`src/rtl/core/i2csr_pkg.sv`:
```
`timescale 1ns / 1ps

package i2csr_pkg;

   // bus operations of a transaction program
   typedef enum logic [3:0] {
      OP_IDLE   = 4'd0,
      OP_START  = 4'd1,
      OP_STOP   = 4'd2,
      OP_WADDRW = 4'd3,
      OP_WADDRR = 4'd4,
      OP_WREG   = 4'd5,
      OP_W6B    = 4'd6,
      OP_W00    = 4'd7,
      OP_RACK   = 4'd8,
      OP_RNACK  = 4'd9
   } op_type;

   // configuration register indexes
   localparam logic CSR_DEVICE_ADDRESS = 1'b0;
   localparam logic CSR_PHASE_TICKS    = 1'b1;

   localparam logic [6:0] DEVICE_ADDRESS_RESET = 7'd104;
   localparam logic [7:0] PHASE_TICKS_RESET    = 8'd100;
   localparam logic [7:0] REG_BASE_MINUS_TWO   = 8'h39;  // 0x3B - 2
   localparam logic [7:0] WAKE_REG             = 8'h6B;
   localparam logic [7:0] WAKE_VALUE           = 8'h00;
   localparam logic [3:0] WAKE_LEN             = 4'd5;
   localparam logic [3:0] READ_LEN             = 4'd8;
   localparam logic [3:0] LAST_BIT             = 4'd8;  // ack slot of a byte

   // one input tick
   typedef struct packed {
      logic       sda_in;
      logic [2:0] axis_index;
      logic       command;
      logic       request;
   } req_type;

   // one result tick
   typedef struct packed {
      logic               ack_missing;
      logic signed [15:0] sample;
      logic               done_res;
      logic               busy_res;
      logic               sda_drive;
      logic               sda_level;
      logic               scl_level;
   } rsp_type;

   function automatic op_type op_at(input logic [3:0] step, input logic cmd);
      op_type op;
      op = OP_IDLE;
      if (cmd) begin
         case (step)
            4'd1: op = OP_START;
            4'd2: op = OP_WADDRW;
            4'd3: op = OP_WREG;
            4'd4: op = OP_START;
            4'd5: op = OP_WADDRR;
            4'd6: op = OP_RACK;
            4'd7: op = OP_RNACK;
            4'd8: op = OP_STOP;
            default: op = OP_IDLE;
         endcase
      end else begin
         case (step)
            4'd1: op = OP_START;
            4'd2: op = OP_WADDRW;
            4'd3: op = OP_W6B;
            4'd4: op = OP_W00;
            4'd5: op = OP_STOP;
            default: op = OP_IDLE;
         endcase
      end
      return op;
   endfunction

endpackage

```
`src/rtl/core/i2c_sensor_register_reader.sv`:
```
`timescale 1ns / 1ps

// Pin-level I2C master that reads 16-bit sensor registers or sends a wake write.
// Every req transfer is one bus tick: it carries the request flags and the sampled
// SDA level, and yields exactly one rsp transfer with the SCL/SDA levels to drive
// for that tick, busy/done flags, the last read sample and the ack-missing flag.
// req_tdata (low bit up): request, command, axis_index[2:0], sda_in, zero pad.
// rsp_tdata (low bit up): scl_level, sda_level, sda_drive, busy_res, done_res,
//   sample[15:0], ack_missing, zero pad.
// The result of a tick is in the output register in the cycle after its
//   transfer. Throughput: one tick per cycle while results are taken; the sequencer
//   state update is a single pass of logic, so the only limit is the output register.
// A result waiting in the output register is still taken in the same cycle a new
//   tick is accepted; if the receiver stalls, req_tready drops until it is taken.
// csr port: index 0 device address (7 bits), index 1 phase ticks (0 acts as 1).
// Reset (synchronous): sequencer idle, SCL and SDA idle high with SDA driven,
//   address 104, 100 ticks per phase, sample and flags cleared, output empty.

module i2c_sensor_register_reader (
   input  logic        clock,
   input  logic        reset,
   input  logic        csr_we,
   input  logic        csr_addr,
   input  logic [7:0]  csr_wdata,
   input  logic        req_tvalid,
   output logic        req_tready,
   input  logic [7:0]  req_tdata,   // request, command, axis_index[2:0], sda_in
   output logic        rsp_tvalid,
   input  logic        rsp_tready,
   output logic [23:0] rsp_tdata    // scl, sda_level, sda_drive, busy, done,
                                    // sample[15:0], ack_missing
);
   import i2csr_pkg::*;

   req_type tick_in;
   rsp_type tick_res;
   rsp_type rsp_data;
   logic    tick_accept;
   logic    out_full;

   assign tick_in     = req_type'(req_tdata[5:0]);
   assign req_tready  = !out_full || rsp_tready;
   assign tick_accept = req_tvalid && req_tready;

   i2csr_engine u_engine (
      .clock       (clock),
      .reset       (reset),
      .csr_we      (csr_we),
      .csr_addr    (csr_addr),
      .csr_wdata   (csr_wdata),
      .tick_accept (tick_accept),
      .tick_in     (tick_in),
      .tick_out    (tick_res)
   );

   // result register: reloaded on every accepted tick, cleared when taken
   i2csr_out_reg u_out (
      .clock     (clock),
      .reset     (reset),
      .load      (tick_accept),
      .load_data (tick_res),
      .full      (out_full),
      .take      (rsp_tready),
      .data      (rsp_data)
   );

   assign rsp_tvalid = out_full;
   assign rsp_tdata  = {2'b00, rsp_data};

endmodule

```
`src/rtl/core/i2csr_engine.sv`:
```
`timescale 1ns / 1ps

module i2csr_engine (
   input  logic              clock,
   input  logic              reset,
   input  logic              csr_we,
   input  logic              csr_addr,
   input  logic [7:0]        csr_wdata,
   input  logic              tick_accept,
   input  i2csr_pkg::req_type tick_in,
   output i2csr_pkg::rsp_type tick_out
);
   import i2csr_pkg::*;

   logic [6:0]  dev_addr_ff;
   logic [7:0]  phase_ticks_ff;
   logic [3:0]  step_ff, step_in;
   logic [7:0]  pc_ff, pc_in;
   logic [3:0]  bc_ff, bc_in;
   logic [7:0]  shift_ff, shift_in;
   logic [7:0]  high_ff, high_in;
   logic [7:0]  regaddr_ff, regaddr_in;
   logic        cmd_ff, cmd_in;
   logic        nack_ff, nack_in;
   logic [15:0] sample_ff, sample_in;
   logic        half_ff, half_in;

   always_ff @(posedge clock) begin
      if (reset) begin
         dev_addr_ff    <= DEVICE_ADDRESS_RESET;
         phase_ticks_ff <= PHASE_TICKS_RESET;
      end else if (csr_we) begin
         case (csr_addr)
            CSR_DEVICE_ADDRESS: dev_addr_ff    <= csr_wdata[6:0];
            CSR_PHASE_TICKS:    phase_ticks_ff <= csr_wdata;
            default:            ;
         endcase
      end
   end

   always_comb begin
      op_type     op;
      op_type     nop;
      logic [7:0] limit;
      logic       advance;
      logic       scl, lvl, drv, busy, done;

      step_in    = step_ff;
      pc_in      = pc_ff;
      bc_in      = bc_ff;
      shift_in   = shift_ff;
      high_in    = high_ff;
      regaddr_in = regaddr_ff;
      cmd_in     = cmd_ff;
      nack_in    = nack_ff;
      sample_in  = sample_ff;
      half_in    = half_ff;
      scl = 1'b1; lvl = 1'b1; drv = 1'b1; busy = 1'b0; done = 1'b0;
      advance = 1'b0;
      nop = OP_IDLE;

      // idle tick with a request: the transaction starts on this very tick
      if (step_ff == 4'd0 && tick_in.request) begin
         cmd_in     = tick_in.command;
         regaddr_in = REG_BASE_MINUS_TWO + {4'd0, tick_in.axis_index, 1'b0};
         nack_in    = 1'b0;
         step_in    = 4'd1;
         pc_in      = 8'd0;
         bc_in      = 4'd0;
         half_in    = 1'b0;
      end

      op = op_at(step_in, cmd_in);
      limit = (phase_ticks_ff == 8'd0) ? 8'd1 : phase_ticks_ff;

      if (op != OP_IDLE) begin
         busy = 1'b1;
         if (op == OP_START) begin
            scl = (bc_in != 4'd0);
            lvl = (bc_in != 4'd2);
         end else if (op == OP_STOP) begin
            scl = (bc_in != 4'd0);
            lvl = (bc_in == 4'd2);
         end else begin
            scl = half_in;
            if (op == OP_RACK || op == OP_RNACK) begin
               if (bc_in < LAST_BIT) drv = 1'b0;
               else                  lvl = (op == OP_RNACK);
            end else begin
               if (bc_in < LAST_BIT) lvl = shift_in[7];
               else                  drv = 1'b0;
            end
         end

         if ({1'b0, pc_in} + 9'd1 < {1'b0, limit}) begin
            pc_in = pc_in + 8'd1;
         end else begin
            pc_in = 8'd0;
            if (op == OP_START || op == OP_STOP) begin
               bc_in = bc_in + 4'd1;
               advance = (bc_in >= 4'd3);
            end else if (!half_in) begin
               half_in = 1'b1;
            end else begin
               half_in = 1'b0;
               if (op == OP_RACK || op == OP_RNACK) begin
                  if (bc_in < LAST_BIT)   shift_in = {shift_in[6:0], tick_in.sda_in};
                  else if (op == OP_RACK) high_in = shift_in;
                  else                    sample_in = {high_in, shift_in};
               end else begin
                  if (bc_in < LAST_BIT)    shift_in = {shift_in[6:0], 1'b0};
                  else if (tick_in.sda_in) nack_in = 1'b1;
               end
               bc_in = bc_in + 4'd1;
               advance = (bc_in >= 4'd9);
            end
         end
      end

      if (advance) begin
         step_in = step_in + 4'd1;
         pc_in   = 8'd0;
         bc_in   = 4'd0;
         half_in = 1'b0;
         if (step_in > (cmd_in ? READ_LEN : WAKE_LEN)) begin
            step_in = 4'd0;
            done    = 1'b1;
         end else begin
            nop = op_at(step_in, cmd_in);
            case (nop)
               OP_WADDRW: shift_in = {dev_addr_ff, 1'b0};
               OP_WADDRR: shift_in = {dev_addr_ff, 1'b1};
               OP_WREG:   shift_in = regaddr_in;
               OP_W6B:    shift_in = WAKE_REG;
               OP_W00:    shift_in = WAKE_VALUE;
               OP_RACK,
               OP_RNACK:  shift_in = 8'd0;
               default:   ;
            endcase
         end
      end

      tick_out.scl_level   = scl;
      tick_out.sda_level   = lvl;
      tick_out.sda_drive   = drv;
      tick_out.busy_res    = busy;
      tick_out.done_res    = done;
      tick_out.sample      = sample_in;
      tick_out.ack_missing = nack_in;
   end

   always_ff @(posedge clock) begin
      if (reset) begin
         step_ff    <= 4'd0;
         pc_ff      <= 8'd0;
         bc_ff      <= 4'd0;
         shift_ff   <= 8'd0;
         high_ff    <= 8'd0;
         regaddr_ff <= 8'd0;
         cmd_ff     <= 1'b0;
         nack_ff    <= 1'b0;
         sample_ff  <= 16'd0;
         half_ff    <= 1'b0;
      end else if (tick_accept) begin
         step_ff    <= step_in;
         pc_ff      <= pc_in;
         bc_ff      <= bc_in;
         shift_ff   <= shift_in;
         high_ff    <= high_in;
         regaddr_ff <= regaddr_in;
         cmd_ff     <= cmd_in;
         nack_ff    <= nack_in;
         sample_ff  <= sample_in;
         half_ff    <= half_in;
      end
   end

endmodule

```
`src/rtl/core/i2csr_out_reg.sv`:
```
`timescale 1ns / 1ps

module i2csr_out_reg (
   input  logic               clock,
   input  logic               reset,
   input  logic               load,
   input  i2csr_pkg::rsp_type load_data,
   output logic               full,
   input  logic               take,
   output i2csr_pkg::rsp_type data
);
   import i2csr_pkg::*;

   logic    valid_ff;
   rsp_type data_ff;

   always_ff @(posedge clock) begin
      if (reset) begin
         valid_ff <= 1'b0;
      end else if (load) begin
         valid_ff <= 1'b1;
      end else if (take) begin
         valid_ff <= 1'b0;
      end
   end

   always_ff @(posedge clock) begin
      if (load) begin
         data_ff <= load_data;
      end
   end

   assign full = valid_ff;
   assign data = data_ff;

endmodule

```
`config.mk`:
```
export PLATFORM = sky130hd
export DESIGN_NAME = i2c_sensor_register_reader
export DESIGN_NICKNAME = d
export VERILOG_FILES = /design/src/rtl/core/i2csr_pkg.sv /design/src/rtl/core/i2c_sensor_register_reader.sv /design/src/rtl/core/i2csr_engine.sv /design/src/rtl/core/i2csr_out_reg.sv
export SDC_FILE = /design/constraint.sdc
export NUM_CORES = 1
export LEC_CHECK = 0
export BUFFER_PORTS_ARGS = -buffer_cell sky130_fd_sc_hd__buf_2
export CORE_MARGIN = 3
export CORE_UTILIZATION = 35
export CTS_BUF_LIST = sky130_fd_sc_hd__clkbuf_16
export CTS_CLUSTER_DIAMETER = 100
export CTS_CLUSTER_SIZE = 25
export DETAILED_ROUTE_END_ITERATION = 12
export RECOVER_POWER = 25
export SLEW_MARGIN = 20
export SYNTH_ARGS = -nofsm -noshare
export SYNTH_HDL_FRONTEND = slang
export SYNTH_HIERARCHICAL = 1
export SYNTH_SLANG_ARGS = --single-unit
```
`constraint.sdc`:
```
create_clock -name clock -period 7.4 [get_ports clock]
set_clock_uncertainty 0.15 [all_clocks]
set_input_delay 1.11 -clock clock [delete_from_list [all_inputs] [get_ports clock]]
set_output_delay 1.11 -clock clock [all_outputs]
set_load 0.05 [all_outputs]
```
### Word-level counts from Yosys, hierarchy flattened

Memories as Yosys holds them, arrays and structs flattened.
Cells that the tools add are included.

| cells by class | value |
|---|---|
| $add $sub $neg | 5 |
| $lt $le $gt $ge | 5 |
| equal/unequal tests | 23 |
| muxes and demuxes | 72 |
| bitwise logic cells | 5 |
| reductions and logical operators | 16 |

Operator list:

| kind | number |
|---|---|
| $mux 8 | 15 |
| $mux 16 | 7 |
| $mux 4 | 14 |
| $pmux 8 s5 | 1 |
| $mux 1 | 33 |
| $eq 4x3->1 const B | 8 |
| $pmux 3 s5 | 2 |
| $eq 4x2->1 const B | 7 |
| $eq 4x4->1 const B | 4 |
| $eq 4x1->1 const B | 3 |
| $add 8x1->9 const B | 1 |
| $lt 9x8->1 | 1 |
| $add 4x1->4 const B | 2 |
| $add 8x1->8 const B | 1 |
| $logic_not 8->1 | 1 |
| $reduce_and 8->1 | 1 |
| $reduce_bool 4->1 | 2 |
| $add 6x4->7 const A | 1 |
| $reduce_or 3->1 | 2 |
| $not 1->1 | 5 |
| $ge 4x2->1 const B | 1 |
| $ge 4x4->1 const B | 1 |
| $gt 4x4->1 | 1 |
| $logic_not 4->1 | 1 |
| 7 further kinds | 11 |

| storage, ports and cells | value |
|---|---|
| bits in registers | 97 |
| ROM bits | 128 |
| bits of input ports | 22 |
| output and inout port bits | 26 |
| word-level logic and storage cells | 148 |
| memories kept | 2 |

Memories:

| memory | words | bits a word | rd ports | clocked after memory_dff | wr ports | line | source |
|---|---|---|---|---|---|---|---|
| (name not given) | 16 | 4 | 1 | 0 | 0 | i2csr_pkg.sv:55 | `case (step)` |
| (name not given) | 16 | 4 | 1 | 0 | 0 | i2csr_pkg.sv:55 |  |

### Depth between registers and ports, before layout

| depth | value |
|---|---|
| word-level depth | 17 |
| depth in mapped cells | 19 |
| mapped depth without buffers | 15 |

### Modules after synthesis

Netlist, hierarchy kept.

By module, submodules not included:

| module | times used | cells each | area an instance (µm²) | seq. area each (µm²) |
|---|---|---|---|---|
| i2csr_engine | 1 | 535 | 4310.4 | 1481.4 |
| i2csr_out_reg | 1 | 26 | 699.4 | 680.7 |
| i2c_sensor_register_reader | 1 | 5 | 41.3 | 0.0 |

### Worst setup path before layout

OpenSTA, ideal clock, no wires.

| timing | value |
|---|---|
| path type | in2reg |
| from | in req_tdata[0] |
| to | reg u_out.data_ff (netlist bit u_out/data[10]) (data pin) |
| setup time | 0.260 ns |
| data arrival time | 4.329 ns |
| required time | 6.990 ns |
| setup slack | 2.662 ns |
| stages | 17 |
| path buffers | 2 |
| cell sequence | nor3b_1 -> nand2_1 -> clkbuf_1 -> and2_1 -> ha_1 -> nand3_1 -> or3_1 -> a21oi_1 -> ha_1 -> a21oi_1 -> o21ai_0 -> a221oi_2 -> nand2_1 -> nand2_1 -> nor2_2 -> buf_2 -> mux2_2 |

RTL lines:

| element | line | source |
|---|---|---|
| start: declaration | i2c_sensor_register_reader.sv:27 | `input logic [7:0] req_tdata,` |
| end signal: assignment | i2csr_out_reg.sv:29 | `data_ff <= load_data;` |
| end: declaration | i2csr_out_reg.sv:15 | `rsp_type data_ff;` |

### Worst setup path after layout

| timing | value |
|---|---|
| from | in rsp_tready |
| to | reg u_engine.sample_ff[9] |

| on the way | value |
|---|---|
| longest elaborated chain between the ends | 2 |

RTL lines:

| element | line | source |
|---|---|---|
| start: declaration | i2c_sensor_register_reader.sv:29 | `input logic rsp_tready,` |
| $logic_or 1x1->1 | i2c_sensor_register_reader.sv:42 | `assign req_tready = !out_full \|\| rsp_tready;` |
| $logic_and 1x1->1 | i2c_sensor_register_reader.sv:43 | `assign tick_accept = req_tvalid && req_tready;` |
| via tick_accept | i2c_sensor_register_reader.sv:38 | `logic tick_accept;` |
| end signal: assignment | i2csr_engine.sv:173 | `sample_ff <= sample_in;` |
| end: declaration | i2csr_engine.sv:25 | `logic [15:0] sample_ff, sample_in;` |

The timed path passes the listed nets, and every way through them passes these cells.
A chain may end at the register's enable or synchronous reset.

==> summary.md <==
| Metric | Value |
|---|---|
| Hold Buf Count CTS | `0` |
| Dominant synthesized flop cell | `dfxtp_1` |
| Reg2reg setup slack | `1940 ps` |
| Destination of the critical timing path | `u_engine/sample_ff[9]` |
| Power Density | `201 nW/um2` |
| Final Critical Period | `5470 ps` |
| Max clock buf depth | `2` |
| Initial DRC Count | `404` |
| Grt ovf | `0` |
| R2R cell count | `16` |
| Post-route DRC violation count | `0` |
| Syn_area_per_cell | `8.92 um2` |
| Crit path kind | `in2reg` |
| RR Endpoint | `u_engine/sample_ff[9]` |
| Number of global-route vias before repair | `3977` |
| RSZ-0062 raised after global routing | `false` |
| Clock Tree Root | `clkbuf_16` |
| CTS tree | `done` |
| Post-DP Area | `5350 um2` |
| Failing checks | `capacitance limit, slew limit` |
| FILL cells | `1434` |
| Tot Pwr | `1130 uW` |
| Final ANT Viol Nets | `0` |
| Share of layout cells above drive strength 1 | `0.144` |
| Cell area after synthesis | `5050 um2` |
| Die width | `126 um` |
| Worst-path maximum fanout | `33` |
| Synth area leader | `dfxtp_1` |
| Max IR drop VDD | `0.0000915 V` |
| Wirelength, routed | `12100 um` |
| Slew Viols, Final | `99` |
| Worst-Margin Slew | `2800 ps` |
| Area occupied by multi-input gates | `2610 um2` |
| Setup bufs post-CTS | `0` |
| Top-area cell type share of the netlist area | `0.297` |
| Hold Path Origin | `u_engine/regaddr_ff[2]` |
| Initial Utilization | `0.361` |
| Arr. time, crit path | `5440 ps` |
| Setup total negative slack | `0 ps` |
| Die Ht | `126 um` |
| CTS H-tree lvls | `3` |
| Nature of the critical path startpoint | `input port` |
| Cts bufs inserted | `9` |
| Min-delay worst type | `reg2reg` |
| Detail Placement HPWL | `8300 um` |
| I/O pins | `48` |
| Reg clk slew, reported paths | `70 ps` |
| Pin count of the biggest net entering global routing | `65` |
| Drt first pass iters | `5` |
| Mapped Cells | `566` |
| Fmax | `0.183 GHz` |
| Top cells by area, synth | `dfxtp_1, edfxtp_1, nand2_1` |
| GP Congestion | `0.832` |
| Gr usage total | `0.152` |
| Core ar. | `14000 um2` |
| Fin. Hold Viols | `0` |
| Post-synthesis cell type count | `65` |
| IO Port Bufs | `43` |
| Final Cell Area | `5620 um2` |
| Area delta synth->final | `11.2%` |
| Status | `finished with violations` |
| Async set-reset flop share out of synthesis | `0` |
| Synthesis Warnings | `6` |
| Antenna cells | `0` |
| DR vias | `4214` |
| Commonest non-fill, non-tap cell in the layout | `nand2_1` |
| Worst-Skew Late Latency | `350 ps` |
| Reg area | `2160 um2` |
| NumNets Final | `633` |
| Register bit total from synthesis | `97` |
| Initial antenna violation count | `0` |
| Post-synthesis sequential area ratio | `0.428` |
| Post-synth EDFFs | `22` |
| Via density | `5.41` |
| Routed wire per std cell | `15.5 um` |
| Slew headroom | `-0.867` |
| First-pass GRT wire length | `19800 um` |
| Leakage power | `0.00227 uW` |
| Critical Path RT | `7370 ps` |
| Most frequent cells in the layout | `nand2_1, dfxtp_1, nor2_1` |
| # rows | `43` |
| Endpoints failing setup | `0` |
| Die ar. | `15900 um2` |
| Critical path origin | `rsp_tready` |
| Clk sinks | `97` |
| Crit end category | `flop` |
| Post_cts resized | `0` |
| RR Startpoint | `u_engine/step_ff[1]` |
| Final period utilization | `0.739` |
| MaxCap Viol Count | `2` |
==> per-stage QoR <==
stage	hold slack [ps]	setup slack, ps	util	cells
floorplan	282	2660	-	567
global placement	292	1800	0.383	763
detailed placement	297	1740	0.383	763
CTS	306	2050	0.403	779
global route	341	1450	0.402	779
finish	307	1930	0.402	779
==> layer usage <==
metal / up-vias / part of all wire / global-route usage / routed length [um]
met5: - / 0 / 0 / 0
met4: 0 / 0.016 / 0.0517 / 191
met3: 16 / 0.056 / 0.0318 / 672
met2: 117 / 0.45 / 0.240 / 5420
met1: 1998 / 0.48 / 0.207 / 5780
li1: 2083 / - / - / -
==> worst min-delay path by stage <==
stage                                             to  slack (ps)  cells past startpoint
after floorplan                     u_engine/nack_ff         280                      2
after global placement        u_engine/regaddr_ff[2]         290                      2
after detailed placement      u_engine/regaddr_ff[2]         300                      2
after CTS                     u_engine/regaddr_ff[2]         310                      2
after global routing      u_engine/phase_ticks_ff[3]         340                      2
final                         u_engine/regaddr_ff[2]         310                      2
==> worst max-delay path, stage by stage <==
cell      delay (ps)
buf_2             80
nand2b_1         100
and2_0          1610
nand3_1          980
or4_1           1130
mux2i_1          310
nor2_1            70
==> sequential cells by signal, indices dropped and copies added, names as in the netlist <==
| register | cells |
|---|---|
| u_out/data | 22 |
| u_engine/sample_ff | 16 |
| u_engine/high_ff | 8 |
| u_engine/pc_ff | 8 |
| u_engine/phase_ticks_ff | 8 |
| u_engine/regaddr_ff | 8 |
| u_engine/shift_ff | 8 |
| u_engine/dev_addr_ff | 7 |
| u_engine/bc_ff | 4 |
| u_engine/step_ff | 4 |
| u_engine/cmd_ff | 1 |
| u_engine/half_ff | 1 |
| u_engine/nack_ff | 1 |
| u_out/full | 1 |
==> where the power goes <==
group	switching, uW	internal, uW	leakage (uW)
logic	79.9	29.3	0.00130
clock network	219	235	0.000141
registers	9.42	555	0.000826
==> cells in the mapped netlist (all sizes together) (5+ instances only) <==
cell type	instances
a2111oi	10
a211oi	5
a21oi	42
a31oi	5
and2	7
buf	15
clkbuf	15
dfxtp	75
edfxtp	22
ha	17
inv	27
mux2	16
mux2i	28
nand2	79
nand2b	6
nand3	29
nand4	5
nor2	54
nor2b	5
nor3	11
nor3b	7
o21a	7
o21ai	18
xnor2	6
==> kinds of logic after synthesis <==
family          Yosys count  synth area share
simple gates            226             0.217
compound gates          115             0.153
flops                    97             0.428
buf+inv                  58            0.0538
mux                      44            0.0912
fa+ha+maj                17            0.0421
xor+xnor                  8            0.0139
other cells               1          0.000742
==> final cells by class <==
class                           count  area share
Clock buffer                        9      0.0401
Tap cell                          180      0.0401
Multi-Input combinational cell    412       0.464
Sequential cell                    97       0.385
Clock inverter                      7      0.0109
Timing Repair Buffer               46      0.0410
Inverter                           28      0.0187
Power figures use the tool's default switching activity.
